--- src/rtl/prxyz_pkg.sv ---
// ----------------------------------------------------------------------------
// prxyz_pkg
// shared types and constants for the xyz point rotation pipeline
// ----------------------------------------------------------------------------
package prxyz_pkg;

    // coefficient registers are written through a 16-bit signed field
    localparam int COEF_W    = 16;
    localparam int CFG_IDX_W = 3;

    typedef enum logic [CFG_IDX_W-1:0] {
        CFG_COS_X   = 3'd0,
        CFG_SIN_X   = 3'd1,
        CFG_COS_Y   = 3'd2,
        CFG_SIN_Y   = 3'd3,
        CFG_COS_Z   = 3'd4,
        CFG_SIN_Z   = 3'd5,
        CFG_PIVOT_X = 3'd6,
        CFG_PIVOT_Y = 3'd7
    } t_cfg_reg;

    // stage enables of one row unit, plus the sign of its second product
    typedef struct packed {
        logic en_mul;
        logic en_sum;
        logic en_sat;
        logic sub;
    } t_row_ctl;

endpackage

--- src/rtl/prxyz_row.sv ---
// ----------------------------------------------------------------------------
// prxyz_row
// one matrix row: floor((a*ka +/- b*kb) / 2^F) + off, saturated, three stages
// ----------------------------------------------------------------------------
module prxyz_row #(
    parameter int W  = 32,
    parameter int F  = 14,
    parameter int KW = 16
) (
    input  logic                    i_clk,
    input  prxyz_pkg::t_row_ctl     i_ctl,
    input  logic signed [W:0]       i_a,
    input  logic signed [KW-1:0]    i_ka,
    input  logic signed [W:0]       i_b,
    input  logic signed [KW-1:0]    i_kb,
    input  logic signed [W-1:0]     i_off,
    output logic signed [W-1:0]     o_res
);

    localparam int PW = W + 1 + KW;
    localparam int SW = PW + 1;
    localparam int TW = SW + 1;
    localparam logic signed [TW-1:0] SAT_MAX = {{(TW-W+1){1'b0}}, {(W-1){1'b1}}};
    localparam logic signed [TW-1:0] SAT_MIN = {{(TW-W+1){1'b1}}, {(W-1){1'b0}}};

    logic signed [PW-1:0] r_pa;
    logic signed [PW-1:0] r_pb;
    logic signed [SW-1:0] r_sum;
    logic signed [SW-1:0] n_full;
    logic signed [TW-1:0] n_tot;
    logic signed [W-1:0]  r_res;

    always_ff @(posedge i_clk) begin
        if (i_ctl.en_mul) begin
            r_pa <= PW'(i_a) * PW'(i_ka);
            r_pb <= PW'(i_b) * PW'(i_kb);
        end
    end

    always_comb begin
        if (i_ctl.sub) begin
            n_full = SW'(r_pa) - SW'(r_pb);
        end else begin
            n_full = SW'(r_pa) + SW'(r_pb);
        end
    end

    // arithmetic shift is the floor of the exact sum
    always_ff @(posedge i_clk) begin
        if (i_ctl.en_sum) begin
            r_sum <= n_full >>> F;
        end
    end

    assign n_tot = TW'(r_sum) + TW'(i_off);

    always_ff @(posedge i_clk) begin
        if (i_ctl.en_sat) begin
            if (n_tot > SAT_MAX) begin
                r_res <= SAT_MAX[W-1:0];
            end else if (n_tot < SAT_MIN) begin
                r_res <= SAT_MIN[W-1:0];
            end else begin
                r_res <= n_tot[W-1:0];
            end
        end
    end

    assign o_res = r_res;

endmodule
--- config.mk ---
export PLATFORM = sky130hd
export DESIGN_NAME = prxyz_row
export DESIGN_NICKNAME = d
export VERILOG_FILES = /design/src/rtl/prxyz_pkg.sv /design/src/rtl/prxyz_row.sv
export SDC_FILE = /design/constraint.sdc
export NUM_CORES = 2
export LEC_CHECK = 0
export BUFFER_PORTS_ARGS = -buffer_cell sky130_fd_sc_hd__buf_2
export CAP_MARGIN = 20
export CORE_MARGIN = 8
export CORE_UTILIZATION = 27
export CTS_BUF_LIST = sky130_fd_sc_hd__clkbuf_2
export DETAILED_ROUTE_END_ITERATION = 12
export PLACE_DENSITY = 0.44
export REMOVE_ABC_BUFFERS = 1
export SLEW_MARGIN = 15
export SYNTH_ARGS = -nofsm -noshare
export SYNTH_HDL_FRONTEND = slang
export SYNTH_SLANG_ARGS = --single-unit
export TNS_END_PERCENT = 10
--- constraint.sdc ---
create_clock -name i_clk -period 14.3 [get_ports i_clk]
set_input_delay 0.715 -clock i_clk [delete_from_list [all_inputs] [get_ports i_clk]]
set_output_delay 0.715 -clock i_clk [all_outputs]
set_load 0.01 [all_outputs]
==> impl_metrics.yaml <==
status:
  status: "finished, final reports clean"
cells_and_area:
  area_growth_pct: 7.28
  fillers: 18300
  ff_latch_area_sq_um: 4980
  multi_input_area_sq_um: 36400
  nets: 6498
  post-route-util: 0.291
  final_layout_size_suffix_gt1_frac: 0.0461
synthesis:
  synth_common_cells: "inv_1 (1164), fa_1 (1001), nand2_1 (654), and2_1 (436), ha_1 (317)"
  synth_flop_cell: "edfxtp_1"
  syn_inst: 5035
  synth.most_common_cell: "inv_1"
  synth_edf_count: 166
  ys_types: 77
  netlist_area_sq_um: 46500
  synth_top_area_frac: 0.431
  ys_seq_area_frac: 0.107
  avgSynthCellArea_sq_um: 9.24
  yosys-top-cells-area: "fa_1 (43%), edfxtp_1 (11%), inv_1 (9.4%)"
  async_reset_ff_frac: 0
  yosys.area.top_type: "fa_1"
  ys_warn_count: 0
  ys_seq_elements: 166
clocking:
  htree_num_levels: 4
  cts_root_buf: "clkbuf_2"
  insertion_delay_ns: 1.03
  clk_pin_slew_ns: 0.37
  clock_sinks: 166
  cts_resized: 0
  clockBufferDepth: 2
  cts_setup_buffers: 0
  cts-buffers-inserted: 17
  cts_tree: "built"
setup_path:
  worstSetupEndpoint: "r_pa[44]$_DFFE_PP_"
  crit_fanout: 33
  cp.arrival_ns: 7.89
  end_kind: "flop"
  cp.required_ns: 15.04
  critPathKind: "primary input to flop"
  slowest_stage: "buf_2"
  cpLargestDelayFamily: "adder cells"
  r2r_slack_ns: 8.36
  rr_worst_depth: 18
  worstReg2RegStart: "r_pb[3]$_DFFE_PP_"
  crit_chain: "buf_2 > nand2_1 > fa_1 > fa_1 > fa_1 > inv_1 > fa_1 > fa_1 > inv_1 > fa_1 > inv_1 > ha_1 > a21oi_1 > o211ai_1 > a221oi_1 > o21a_1 > nor4_1 > a2111oi_2 > o21ai_1 > a21boi_2 > o21ai_0 > a2111oi_1"
  startpoint: "i_ka[3]"
  r2r_end: "r_sum[29]$_DFFE_PP_"
  critPathMostFrequentCell: "fa_1"
  crit_cells: 22
  startpoint_type: "primary input"
  path_buf_inv: 4
  crit_path_max_incr_delay_ns: 0.76
floorplan:
  core_area_sq_um: 171000
  die_w_microns: 431
  start_util: 0.271
  dieArea_sq_um: 186000
  io_pins: 167
  die_h_microns: 431
  rows: 152
route:
  drc: 0
  drtAntennaViolNets: 0
  wl_per_cell_microns: 18.3
  num_vias: 33100
  avgViaCountPerCell: 4.48
  drt-total-wl_mm: 135
  dr.pass1.iters: 8
  drt_iter0_markers: 1678
global_routing:
  grt_util_met3: 0.0105
  first_global_vias: 36700
  met1_usage: 0.183
  grt_max_degree: 55
  grt-busiest-layer: "met2"
  gr-usage-all-layers: 0.148
  grt_pass1_wl_mm: 215
  antenna_found_initial: 20
  grt-ovfl-total: 0
  globalRouteMet2Util: 0.276
timing:
  setup_tns_ns: 0
  min_period_over_period: 0.501
  relSlewSlack: 0.301
  fmax_mhz: 140
  period_needed_ns: 7.16
  clock_skew_ns: 0.104
  finalHoldViolations: 0
  drv_slew: 0
  setup_viol: 0
  grt_setup_unrepaired: "no"
  tightest_slew_ns: 1.05
flow_run:
  cap_violations: 0
min_path:
  hp-class: "primary input to flop"
place:
  gp_congestion: 0.810
  dp_hpwl_mm: 109
  port_buffers: 166
[state kept, by name (all words and copies together), names as in the netlist]
register  cells
r_pb         49
r_pa         49
o_res        32
r_sum        36
[how the worst min path moves through the flow]
stage                     slack [ns]          startpoint                      to  cells after the start
after CTS                       0.01            i_ctl[3]      r_pa[18]$_DFFE_PP_                      1
after global placement          0.70  r_sum[0]$_DFFE_PP_  o_res[0]$_SDFFCE_PN1P_                      2
after detailed placement        0.68  r_sum[0]$_DFFE_PP_  o_res[0]$_SDFFCE_PN1P_                      2
after global routing            0.09            i_ctl[3]      r_pa[25]$_DFFE_PP_                      1
after floorplan                 0.61  r_sum[0]$_DFFE_PP_  o_res[0]$_SDFFCE_PN1P_                      2
final                           0.21            i_ctl[3]      r_pa[18]$_DFFE_PP_                      1
[cells by family (layout without fill, tap and decap cells)]
kind of cell               after synthesis  after routing  share of synthesized area
and+or+nand+nor                       1410           1410                      0.147
buffers and inverters                 1357           1380                      0.110
adders and majority gates             1318           1318                      0.516
AOI/OAI and AO/OA                      567            567                     0.0790
xor gates and xnor gates               213            213                     0.0401
DFF                                    166            166                      0.107
muxes                                    4              4                   0.000888
other                                    0              7                          0
[layer usage]
metal  up-vias  share of wire
li1      15300              -
met5         -        0.00024
met3       134          0.024
met1     17200           0.42
met2       513           0.53
met4         6          0.029
[final cells by class]
class                   instances  area share
clock buffers                  17     0.00171
repair buffers                183      0.0193
well taps                    2310      0.0579
clock inverters                15     0.00318
inverters                    1165      0.0876
flip-flops and latches        166      0.0999
diodes                          7    0.000351
multi-input cells            3512       0.730
[layout by cell type, fill, tap and decap left out, types with 4 or more instances in the layout]
cell type / instances
xor2_1: 52
inv_8: 4
or2_2: 4
o21a_1: 20
or3_1: 8
clkbuf_2: 17
a21o_1: 101
o31ai_1: 7
buf_4: 17
and2_1: 436
a31oi_1: 17
nand2b_1: 31
nand3_1: 23
nor3_1: 22
a221oi_1: 5
a21oi_1: 184
nand2_1: 654
a41oi_1: 5
nor2b_1: 20
inv_1: 1164
a211o_1: 8
o211ai_1: 20
inv_6: 5
o21bai_1: 27
o21ai_0: 100
a211oi_1: 18
a2111oi_0: 5
buf_2: 165
diode_2: 7
a311oi_1: 4
and3_1: 18
xnor2_1: 161
edfxtp_1: 166
nand4_1: 21
ha_1: 317
nor2_1: 144
nor4_1: 11
o31a_1: 6
fa_1: 1001
[through the flow]
step           cell area [sq um]  hold WS, ns  cells  setup slack [ns]
6_report                   49900        0.207   7375              7.14
5_1_grt                    49900       0.0942   7373              6.76
4_1_cts                    49900       0.0125   7368              7.26
3_5_place_dp               49600        0.682   7335              6.14
3_3_place_gp               49600        0.696   7335              6.22
2_1_floorplan              45800        0.606   4843              7.48
[what timing repair did]
item | 4_1_cts | 5_1_grt
setup endpoints to repair | 0 | 0
hold buffers | 1 | 0
hold endpoints to repair | 1 | 0
Power is not shown: default switching activity piles up to over one toggle a cycle in this logic, so the estimate is an artifact.
